### src/hdl/assert_macros.svh
// Assertion macros used by the block's top-level RTL file.
`ifndef ASSERT_MACROS_SVH
`define ASSERT_MACROS_SVH

// Check a condition at every clock edge outside reset.
`define LNEC_ASSERT(label, cond, msg) \
  label: assert property (@(posedge clk) disable iff (rst) (cond)) else $error(msg);

// Check that an antecedent implies a consequent in the same cycle.
`define LNEC_ASSERT_IMPL(label, ante, cons, msg) \
  label: assert property (@(posedge clk) disable iff (rst) (ante) |-> (cons)) else $error(msg);

`endif

### src/hdl/lnec_pkg.sv
// Types and constants of the nested envelope chain block.
package lnec_pkg;

  localparam int DIM_W = 20;
  localparam int POS_W = 7;
  localparam int KEY_W = 2 * DIM_W + POS_W;

  // Configuration register indexes
  localparam logic [0:0] REG_CARD_W = 1'b0;
  localparam logic [0:0] REG_CARD_H = 1'b1;

  // Envelope token that circulates around the ring of cells
  typedef struct packed {
    logic [DIM_W-1:0] w;
    logic [DIM_W-1:0] h;
    logic [POS_W-1:0] idx;
    logic [POS_W-1:0] len;
    logic [POS_W-1:0] pred;
  } tok_t;

  // Control strobes from the sequencer to every cell
  typedef struct packed {
    logic init;
    logic tok_load;
    logic shift;
    logic cmp;
    logic upd;
  } cell_ctrl_t;

endpackage

### src/hdl/lnec_cell.sv
// One envelope cell: holds an envelope, its chain length and predecessor.
module lnec_cell (
  input  logic                            clk,
  input  lnec_pkg::cell_ctrl_t            ctrl,
  input  logic                            wr,
  input  logic [lnec_pkg::DIM_W-1:0]      wr_width,
  input  logic [lnec_pkg::DIM_W-1:0]      wr_height,
  input  logic [lnec_pkg::DIM_W-1:0]      card_width,
  input  logic [lnec_pkg::DIM_W-1:0]      card_height,
  input  logic [lnec_pkg::POS_W-1:0]      count,
  input  logic [lnec_pkg::POS_W-1:0]      cell_idx,
  input  lnec_pkg::tok_t                  tok_in,
  output lnec_pkg::tok_t                  tok_out
);

  logic [lnec_pkg::DIM_W-1:0] width;
  logic [lnec_pkg::DIM_W-1:0] height;
  logic [lnec_pkg::POS_W-1:0] len;
  logic [lnec_pkg::POS_W-1:0] pred;
  lnec_pkg::tok_t             tok;
  logic [lnec_pkg::POS_W-1:0] blen;
  logic [lnec_pkg::KEY_W-1:0] bkey;

  logic elig;
  logic cand;
  logic better;

  // Envelope takes part when loaded in this set and larger than the card
  assign elig = (cell_idx < count) && (width > card_width) && (height > card_height);

  // Token is a possible predecessor when it fits strictly inside
  assign cand = (tok.len != '0) && (tok.w < width) && (tok.h < height);

  // Prefer longer chains, then the earlier envelope in sort order
  assign better = (tok.len > blen) ||
                  ((tok.len == blen) && ({tok.w, tok.h, tok.idx} < bkey));

  assign tok_out = tok;

  always_ff @(posedge clk) begin
    if (wr) begin
      width  <= wr_width;
      height <= wr_height;
    end
    if (ctrl.init) begin
      len  <= elig ? lnec_pkg::POS_W'(1) : '0;
      pred <= '0;
    end else if (ctrl.upd) begin
      len  <= elig ? lnec_pkg::POS_W'(blen + lnec_pkg::POS_W'(1)) : '0;
      pred <= (elig && blen != '0) ?
              lnec_pkg::POS_W'(bkey[lnec_pkg::POS_W-1:0] + lnec_pkg::POS_W'(1)) : '0;
    end
    // Load own token or pass the neighbor's along
    if (ctrl.tok_load) begin
      tok.w    <= width;
      tok.h    <= height;
      tok.idx  <= cell_idx;
      tok.len  <= len;
      tok.pred <= pred;
      blen     <= '0;
    end else if (ctrl.shift) begin
      tok <= tok_in;
      if (ctrl.cmp && cand && better) begin
        blen <= tok.len;
        bkey <= {tok.w, tok.h, tok.idx};
      end
    end
  end

endmodule

### config.mk
export PLATFORM = sky130hd
export DESIGN_NAME = lnec_cell
export DESIGN_NICKNAME = d
export VERILOG_FILES = /design/src/hdl/assert_macros.svh /design/src/hdl/lnec_pkg.sv /design/src/hdl/lnec_cell.sv
export SDC_FILE = /design/constraint.sdc
export NUM_CORES = 1
export LEC_CHECK = 0
export ABC_AREA = 1
export BUFFER_PORTS_ARGS = -buffer_cell sky130_fd_sc_hd__buf_2
export CORE_MARGIN = 8
export CORE_UTILIZATION = 55
export CTS_CLUSTER_SIZE = 12
export DETAILED_ROUTE_END_ITERATION = 8
export PLACE_DENSITY = 0.77
export SLEW_MARGIN = 10
export SYNTH_ARGS = -nofsm -noshare
export SYNTH_HDL_FRONTEND = slang
export SYNTH_SLANG_ARGS = --single-unit
### constraint.sdc
create_clock -name clk -period 7.8 [get_ports clk]
set_input_delay 0.39 -clock clk [delete_from_list [all_inputs] [get_ports clk]]
set_output_delay 0.39 -clock clk [all_outputs]
set_load 0.1 [all_outputs]
==> parameters.txt, run 1 <==
Parameter                              Value

Status
  Outcome ... finished clean

Clock network
  Number of clock sinks seen by CTS ... between 150 and 200
  Clock root buffer ... clkbuf_16
  Maximum buffer depth of the clock tree ... 2
  Setup Buffers After CTS ... 0
  Number of buffers created by CTS ... 17
  Clk Latency, worst-skew pair ... 0.42 ns
  Clock tree from TritonCTS ... built
  Htree depth ... 4
  PostCTS Resize Cnt ... 0
  Clock edge transition at the registers on the reported setup and hold paths ... around 0.07 ns
  Number of hold buffers added after CTS ... 0

GRT
  Total routing usage reported by global routing ... 0.220
  Pin count of the biggest net entering global routing ... 110
  Via count of the first global-routing pass ... about 8100
  Initial antenna violation count ... 1
  Global-route congestion overflow total ... 0
  Global-route wire length before repair ... about 40000 um

Drt
  ANT nets after route ... 0
  Vias per cell ... between 5 and 6
  Via Count ... slightly below 8000
  Final wirelength ... 24400 um
  Initial detailed-routing violation count ... around 370
  Routed wirelength normalized by instance count ... 16.0 um
  DRC violation count after routing ... 0
  Number of iterations in the first detailed-routing pass ... 6

Placed design
  Routability cong. ... 0.854
  Setup slack at placement ... roughly 4.3 ns
  PortBufs ... between 200 and 250
  Post-detail-place hpwl ... between 15000 and 20000 um

Floorplanning
  I/O pin count ... ~220
  Core outline area ... 17800 sq um
  Horizontal die dimension ... 150 um
  Height of the die ... ~150 um
  Die Outline Area ... approximately 23000 sq um
  Number of cell rows ... 49
  Initial core utilization ... 0.557

Timing
  Slew headroom ... 0.297
  Tightest Pin Transition ... between 1 and 1.5 ns
  Number of setup violations in the final report ... 0
  Hold Violations, Final ... 0
  Max Transition Viols Final ... 0
  Worst Clk Skew ... 0.0105 ns
  Final critical path time including I/O delays and setup ... ~3.5 ns
  WHS ... 0.137 ns
  Period Utilization, post-route ... 0.450
  Setup repair after global routing missed its margin ... false
  Top achievable clock speed ... between 0.2 and 0.3 GHz
  Final total negative setup slack ... 0 ns
  Worst-case setup margin in the final layout ... 4.29 ns

Worst setup path
  Worst r2r path cells ... 11
  Path type of the worst setup path ... flip-flop to flip-flop
  Setup crit end ... bkey[23]
  Reg2reg end ... bkey[23]
  Worst r2r src ... tok_out[56]
  Critical path launch point ... tok_out[56]
  Kind of capture point of the worst setup path ... flip-flop
  Required @ worst endpoint ... approximately 7.9 ns
  Reg2Reg Setup Slack ... around 4.3 ns
  Largest fanout of any net on the critical path ... 30
  Worst Path Arrival ... between 3 and 4 ns
  Nature of the critical path startpoint ... flip-flop

Synthesis
  Synthesis warning total ... 0
  Synthesized instance count ... 1053
  Cell area after synthesis ... 9940 sq um
  Mean Syn Cell Area ... between 9 and 10 sq um
  Post-synth net total ... roughly 1400
  Number of distinct library cells after synthesis ... 34
  Share of synthesized area occupied by flip-flops and latches ... 0.496
  Post-synthesis sequential element count ... 169

Power and ir drop
  Leak Pwr ... roughly 6.0 nW
  Total power divided by cell area ... around 220 nW/um^2
  Maximum resistive drop on vdd ... 0.157 mV

Cells and area
  Layout cell share with drive strength beyond 1 ... 0.221
  # nets final ... about 1600
  Synthesis-to-finish area growth ... 19.6%
  Diode count ... 0

Flow run
  Max cap viols ... 0

Min path
  Class of the worst hold path ... primary input to flip-flop
==> sequential cells by signal (all words and copies together) (netlist names) <==
register / count
blen: 7
len: 7
pred: 7
tok_out: 61
width: 20
bkey: 47
height: 20
==> Yosys cell counts (all sizes together) <==
cell type  number  area share
a211oi          1      0.0013
a21o            4      0.0030
a21oi          64       0.035
a41oi           1     0.00088
buf             3      0.0030
clkbuf         12      0.0045
clkinv          1     0.00038
dfxtp          14       0.028
edfxtp        155        0.47
ha            140        0.18
inv           195       0.074
nand2         275        0.11
nand2b          1     0.00063
nand3          35       0.020
nand4          16       0.010
nor2           52       0.022
nor3           11      0.0078
nor3b           2      0.0015
nor4            4      0.0025
o21a            4      0.0030
o21ai          57       0.029
or2             1     0.00063
xnor2           1     0.00088
xor2            4      0.0035
==> final cells by class <==
type                    instances  area (sq um)
well taps                     229           287
clock inverters                12          95.1
flip-flops and latches        169          4930
fillers                      1438          5950
inverters                     196           737
multi-input cells             673          4200
repair buffers                225          1130
clock buffers                  20           500
==> where the power goes <==
| part | internal (mW) | switching [mW] |
|---|---|---|
| sequential | 1.06 | 0.0493 |
| combinational | 0.162 | 0.436 |
| clock | 0.473 | 0.375 |
| total | 1.70 | 0.861 |
==> through the flow <==
stage               cells   util  area [sq um]  total power [mW]
detailed placement   1492  0.633         11300              1.73
finish               1524  0.666         11900              2.56
floorplan            1053      -          9940              1.56
CTS                  1524  0.666         11900              2.57
global route         1524  0.666         11900              2.67
global placement     1492  0.633         11300              1.71
==> cell families after synthesis <==
| logic type | after synthesis | share of synthesized area |
|---|---|---|
| buffers and inverters | 211 | 0.0816 |
| DFF | 169 | 0.496 |
| AOI/OAI and AO/OA | 131 | 0.0718 |
| adders and majority gates | 140 | 0.176 |
| xor gates and xnor gates | 5 | 0.00441 |
| and+or+nand+nor | 397 | 0.170 |
==> worst max-delay path, stage by stage, from the launching register on <==
cell and delay, ns:
edfxtp_1 0.47, ha_1 0.34, a21oi_1 0.17, nand2_1 0.10, nand2_1 0.08, nand2_1 0.06, inv_1 0.05, nand4_1 0.15
nor3_4 0.57, nand2_1 0.20, nor2_4 0.45, buf_4 0.49
==> per-layer routing <==
metal  up-vias  wire, um  track usage
met2       253     12100        0.390
met5         -        11            0
met3        31      2110       0.0595
met4         2       354       0.0615
met1      3569      9800        0.256
li1       3948         -            -
==> how the worst min path moves through the flow <==
stage / from / to / slack (ns) / cells after the start
floorplan: pred[1] / pred[1] / 0.43 / 2
global placement: pred[0] / pred[0] / 0.44 / 2
detailed placement: pred[2] / pred[2] / 0.44 / 2
CTS: wr_height[3] / height[3] / 0.12 / 1
global route: wr_width[14] / width[14] / 0.12 / 1
finish: wr_height[5] / height[5] / 0.14 / 1
==> cells in the final DEF, fill, tap and decap left out, drive strengths merged <==
cell	instances
a211oi	1
a21o	4
a21oi	64
a41oi	1
buf	225
clkbuf	20
clkinv	5
clkinvlp	1
dfxtp	14
edfxtp	155
ha	140
inv	202
nand2	275
nand2b	1
nand3	35
nand4	16
nor2	52
nor3	11
nor3b	2
nor4	4
o21a	4
o21ai	57
or2	1
xnor2	1
xor2	4
No activity file was read; power rests on OpenSTA's default activity.
==> run 2: changes to the inputs <==
--- a/config.mk
+++ b/config.mk
@@ -8,10 +8,10 @@
 export ABC_AREA = 1
 export BUFFER_PORTS_ARGS = -buffer_cell sky130_fd_sc_hd__buf_2
 export CORE_MARGIN = 8
-export CORE_UTILIZATION = 55
+export CORE_UTILIZATION = 50
 export CTS_CLUSTER_SIZE = 12
 export DETAILED_ROUTE_END_ITERATION = 8
-export PLACE_DENSITY = 0.77
+export PLACE_DENSITY = 0.74
 export SLEW_MARGIN = 10
 export SYNTH_ARGS = -nofsm -noshare
 export SYNTH_HDL_FRONTEND = slang
==> constraint.sdc (replaced) <==
create_clock -name clk -period 3 [get_ports clk]
set_input_delay 0.15 -clock clk [delete_from_list [all_inputs] [get_ports clk]]
set_output_delay 0.15 -clock clk [all_outputs]
set_load 0.1 [all_outputs]
==> run 2 against run 1 <==
Sequential share of layout area shrank 2.8 points. Non-clock buffer count rose by 72. Cell area grew 7.1%. Worst setup slack worse by 3.8 ns. First-iteration DRC count grew 14%. Register-to-register slack got worse by 3.8 ns. Utilization is 1.2 points lower. Critical path depth is 1 lower. Die area up 8.9%.
==> parameters.txt, run 2 (synthesis gave the netlist of run 1 again) <==
Parameter                              Value

Worst setup path
  Reg2reg end ... bkey[44]
  Cell at the slowest stage of the critical path ... edfxtp_1
  Cells along the critical path ... ha_1, a21oi_1, o21a_1, nand2_1, a21oi_1, nand3_2, nand2_4, nand2_4, nor2_4, buf_12
  Reg2Reg Setup Slack ... a little over 0.5 ns
  Path type of the worst setup path ... flip-flop to flip-flop
  Required @ worst endpoint ... 3.11 ns
  Largest stage delay, worst path ... approximately 0.47 ns
  Largest fanout of any net on the critical path ... 36
  Nature of the critical path startpoint ... flip-flop
  Buffering stage count on the worst path with inverters included ... 1
  Worst r2r path cells ... 10
  Worst Path Arrival ... around 2.6 ns
  Family with the most delay on the worst path ... simple AND/OR/NAND/NOR gates
  Total stage count of the critical path ... 10
  Kind of capture point of the worst setup path ... flip-flop
  Worst r2r src ... tok_out[52]

Placed design
  Post-Place Cell Area ... ~11000 sq um
  PortBufs ... around 220
  Setup slack at placement ... just over 0.5 ns
  Routability cong. ... approximately 0.9
  Post-detail-place hpwl ... roughly 19000 um

Cells and area
  Max reg flops ... about 60
  Layout cell share with drive strength beyond 1 ... 0.211
  Most common cell after layout, fill and taps aside ... nand2_1
  # nets final ... about 1700
  Fillers ... about 1500
  Diode count ... 0
  Post-Layout Inst Area ... 12700 sq um
  Synthesis-to-finish area growth ... 28.1%
  Commonest cells after routing, fill and taps aside ... nand2_1, buf_2, inv_1, edfxtp_1, ha_1

GRT
  Total routing usage reported by global routing ... 0.209
  Via count of the first global-routing pass ... between 8000 and 9000
  Pin count of the biggest net entering global routing ... 108
  Global-route congestion overflow total ... 0
  Global-route wire length before repair ... 40500 um
  Initial antenna violation count ... 0

Clock network
  Clk Latency, worst-skew pair ... between 0.4 and 0.5 ns
  Number of buffers created by CTS ... 17
  Clock root buffer ... clkbuf_16
  Htree depth ... 4
  PostCTS Resize Cnt ... 0
  Setup Buffers After CTS ... 0
  Number of hold buffers added after CTS ... 70
  Number of clock sinks seen by CTS ... about 170
  Clock edge transition at the registers on the reported setup and hold paths ... about 0.07 ns
  Clock tree from TritonCTS ... built
  Maximum buffer depth of the clock tree ... 2

Drt
  Number of iterations in the first detailed-routing pass ... 5
  DRC violation count after routing ... 0
  Vias per cell ... approximately 5.0
  Initial detailed-routing violation count ... 425
  Routed wirelength normalized by instance count ... around 16 um
  Via Count ... roughly 8100
  ANT nets after route ... 0
  Final wirelength ... about 25000 um

Timing
  Tightest Pin Transition ... just under 1 ns
  Number of setup violations in the final report ... 0
  Worst-case setup margin in the final layout ... 0.519 ns
  Hold Violations, Final ... 0
  WHS ... roughly 0.013 ns
  Slew headroom ... 0.344
  Top achievable clock speed ... ~0.4 GHz
  Final total negative setup slack ... 0 ns
  Max Transition Viols Final ... 0
  Worst Clk Skew ... 0.0127 ns
  Period Utilization, post-route ... 0.827
  Setup repair after global routing missed its margin ... false
  Final critical path time including I/O delays and setup ... 2.48 ns

Min path
  Class of the worst hold path ... primary input to flip-flop
  WHS Path Cells ... 3
  Worst hold start ... tok_in[22]
  Endpoint of the worst hold path ... tok_out[22]

Floorplanning
  Number of cell rows ... 51
  I/O pin count ... ~220
  Initial core utilization ... 0.511
  Horizontal die dimension ... between 150 and 200 um
  Core outline area ... between 15000 and 20000 sq um
  Height of the die ... about 160 um
  Die Outline Area ... about 25000 sq um

Power and ir drop
  Total power divided by cell area ... ~540 nW/um^2
  PnR Total Power ... between 6 and 7 mW
  Maximum resistive drop on vdd ... 0.391 mV
  Leak Pwr ... 6.32 nW

Flow run
  Max cap viols ... 0

Status
  Outcome ... finished clean
[run 2: cell type report]
cell class	instances	area (sq um)	area share
Clock buffer	20	457	0.0359
Clock inverter	12	165	0.0130
Inverter	196	737	0.0579
Multi-Input combinational cell	673	4220	0.332
Sequential cell	169	4930	0.388
Tap cell	265	332	0.0260
Timing Repair Buffer	297	1890	0.148
[run 2: worst min-delay path: cells and delay by family]
kind,cells,cell delay (ns)
buffers and inverters,1,0.07
and+or+nand+nor,1,0.04
AOI/OAI and AO/OA,1,0.06
[run 2: metal layers]
layer  global-route usage  part of all wire
met1                0.251              0.42
met2                0.358              0.48
met3               0.0524             0.075
met4               0.0732             0.024
met5                    0                 0
[run 2: per-stage QoR]
stage,cells,util
floorplan,1053,-
global placement,1530,0.586
detailed placement,1530,0.586
CTS,1632,0.654
global route,1632,0.654
finish,1632,0.654
[run 2: where the power goes]
group	leakage [nW]	internal [mW]	switching [mW]	total [mW]
clock network	0.287	1.37	0.945	2.31
registers	1.65	2.76	0.130	2.89
logic	4.39	0.489	1.15	1.64
[run 2: worst max-delay path by stage]
stage	slack (ns)	startpoint	endpoint
after global routing	0.34	tok_out[56]	bkey[45]
after floorplan	-0.38	tok_out[40]	bkey[0]
after CTS	0.48	tok_out[56]	bkey[45]
final	0.52	tok_out[52]	bkey[44]
after detailed placement	0.51	tok_out[56]	bkey[27]
after global placement	0.54	tok_out[56]	bkey[28]
==> run 3: changes to the inputs <==
==> constraint.sdc (replaced) <==
create_clock -name clk -period 2.25 [get_ports clk]
set_input_delay 0.1125 -clock clk [delete_from_list [all_inputs] [get_ports clk]]
set_output_delay 0.1125 -clock clk [all_outputs]
set_load 0.1 [all_outputs]
==> run 3 against run 2 <==
The run now ends with setup timing left. Sequential cell count is the same. Utilization increased by 5.4 points. Worst setup slack got worse by 0.77 ns. Non-clock buffer count grew 106. First-iteration DRC count up 0.71%. Critical path depth up 3. Total power rose by 36%. Count of clock-buffer cells in the layout is 2 lower. Highest routed layer unchanged.
==> parameters.txt, run 3 (synthesis gave the netlist of run 1 again) <==
Parameter                              Value

Worst setup path
  Largest stage delay, worst path ... 0.40 ns
  Nature of the critical path startpoint ... flip-flop
  Family with the most delay on the worst path ... simple AND/OR/NAND/NOR gates
  Kind of capture point of the worst setup path ... flip-flop
  Cells along the critical path ... inv_2, ha_4, nand2_1, nand2_1, nor2_2, nand3_2, nor2_2, nand4_1, nor3_4, nand2_4, nor2_4, buf_12, buf_12
  Required @ worst endpoint ... about 2.4 ns
  Worst r2r src ... width[19]
  Reg2Reg Setup Slack ... -0.25 ns
  Cell at the slowest stage of the critical path ... edfxtp_1
  Worst r2r path cells ... 13
  Worst Path Arrival ... approximately 2.6 ns
  Path type of the worst setup path ... flip-flop to flip-flop
  Buffering stage count on the worst path with inverters included ... 3
  Largest fanout of any net on the critical path ... 16
  Reg2reg end ... bkey[5]

Timing
  Slew headroom ... 0.627
  Final total negative setup slack ... -11.33 ns
  Max Transition Viols Final ... 0
  Number of setup violations in the final report ... between 50 and 60
  Setup repair after global routing missed its margin ... true
  Tightest Pin Transition ... between 0.5 and 0.6 ns
  Top achievable clock speed ... 0.400 GHz
  Worst Clk Skew ... 0.00954 ns
  Period Utilization, post-route ... 1.11
  Hold Violations, Final ... 0
  Final critical path time including I/O delays and setup ... about 2.5 ns
  Worst-case setup margin in the final layout ... -0.248 ns

GRT
  Initial antenna violation count ... 0
  Global-route wire length before repair ... ~43000 um
  Via count of the first global-routing pass ... approximately 9000
  M3 GR Usage ... 0.0554
  GR Util met2 ... 0.402
  Global-route congestion overflow total ... 0
  Global routing's busiest layer ... met2
  Pin count of the biggest net entering global routing ... slightly below 50
  Total routing usage reported by global routing ... 0.226
  Grt met1 use ... 0.257

Min path
  WHS Path Cells ... 3
  Endpoint of the worst hold path ... tok_out[58]
  Worst hold start ... tok_in[58]
  Class of the worst hold path ... primary input to flip-flop

Cells and area
  Synthesis-to-finish area growth ... 38.7%
  Layout cell share with drive strength beyond 1 ... 0.269
  Max reg flops ... 61
  Commonest cells after routing, fill and taps aside ... nand2_1, buf_2, inv_1, edfxtp_1, ha_1
  Diode count ... 0
  # nets final ... roughly 1800
  Fillers ... around 1400
  Most common cell after layout, fill and taps aside ... nand2_1
  Non-filler cells in the finished layout ... 1738

Drt
  Initial detailed-routing violation count ... about 430
  Final wirelength ... 27900 um
  DRC violation count after routing ... 0
  Routed wirelength normalized by instance count ... between 15 and 20 um
  Vias per cell ... between 4 and 5
  ANT nets after route ... 0
  Number of iterations in the first detailed-routing pass ... 5
  Via Count ... between 8000 and 9000

Placed design
  Post-detail-place hpwl ... a little over 20000 um
  Routability cong. ... 0.879
  PortBufs ... 222
  Setup slack at placement ... -0.228 ns
  DP Cell Count ... 1595

Status
  Failing checks ... setup timing
  Outcome ... finished with violations

Clock network
  Number of buffers created by CTS ... 17
  Clock edge transition at the registers on the reported setup and hold paths ... 0.07 ns
  Htree depth ... 4
  Clock root buffer ... clkbuf_16
  Clk Latency, worst-skew pair ... around 0.43 ns
  Clock tree from TritonCTS ... built
  Number of clock sinks seen by CTS ... ~170
  Maximum buffer depth of the clock tree ... 2

Floorplanning
  Height of the die ... 157 um
  Die Outline Area ... 24600 sq um
  Number of cell rows ... 51
  Horizontal die dimension ... ~160 um
  Core outline area ... between 15000 and 20000 sq um
  I/O pin count ... 223
  Initial core utilization ... 0.511

Flow run
  Max cap viols ... 0

Power and ir drop
  PnR Total Power ... 9.32 mW
  Leak Pwr ... 6.84 nW
  Total power divided by cell area ... around 680 nW/um^2
  Maximum resistive drop on vdd ... 0.530 mV
-- run 3: timing repair --
action	in CTS	in global routing
hold endpoints to repair	99	0
resized for setup	20	30
gates cloned	2	1
pin swaps	0	14
hold buffers	102	0
setup buffers	7	6
setup endpoints to repair	54	67
-- run 3: per-stage QoR --
stage	util	instance area, sq um	hold slack, ns
after floorplan	-	9970	0.211
after global placement	0.612	11900	0.289
after detailed placement	0.612	11900	0.291
after CTS	0.704	13700	0.000634
after global routing	0.709	13800	0.0202
final	0.709	13800	0.00175
-- run 3: worst max path at each step --
| stage | startpoint | endpoint | slack (ns) | cells after the start |
|---|---|---|---|---|
| global route | width[19] | bkey[6] | -0.36 | 13 |
| global placement | width[17] | bkey[38] | -0.19 | 12 |
| finish | width[19] | bkey[5] | -0.25 | 13 |
| detailed placement | width[17] | bkey[38] | -0.23 | 12 |
| CTS | width[17] | bkey[32] | -0.16 | 13 |
| floorplan | tok_out[40] | bkey[0] | -1.13 | 11 |
-- run 3: area by class of cell --
class	count	area (sq um)	share of cell area
Clock buffer	18	439	0.0318
Clock inverter	14	159	0.0115
Inverter	196	737	0.0534
Multi-Input combinational cell	673	4380	0.317
Sequential cell	169	4930	0.358
Tap cell	265	332	0.0240
Timing Repair Buffer	403	2810	0.204
-- run 3: worst min-delay path: stages --
cell and delay (ns):
buf_2 0.08, nand2_1 0.06, o21ai_0 0.07
-- run 3: per-layer routing --
layer / wire [um] / up-vias / share of wire
li1: - / 4312 / -
met1: 11300 / 3988 / 0.41
met2: 13700 / 312 / 0.49
met3: 1990 / 66 / 0.072
met4: 806 / 0 / 0.029
met5: 0 / - / 0
-- run 3: report_power, final --
group          switching [mW]  leakage (nW)  internal (mW)
sequential              0.147          1.65           3.68
clock                    1.30         0.282           1.69
combinational            1.65          4.91          0.848
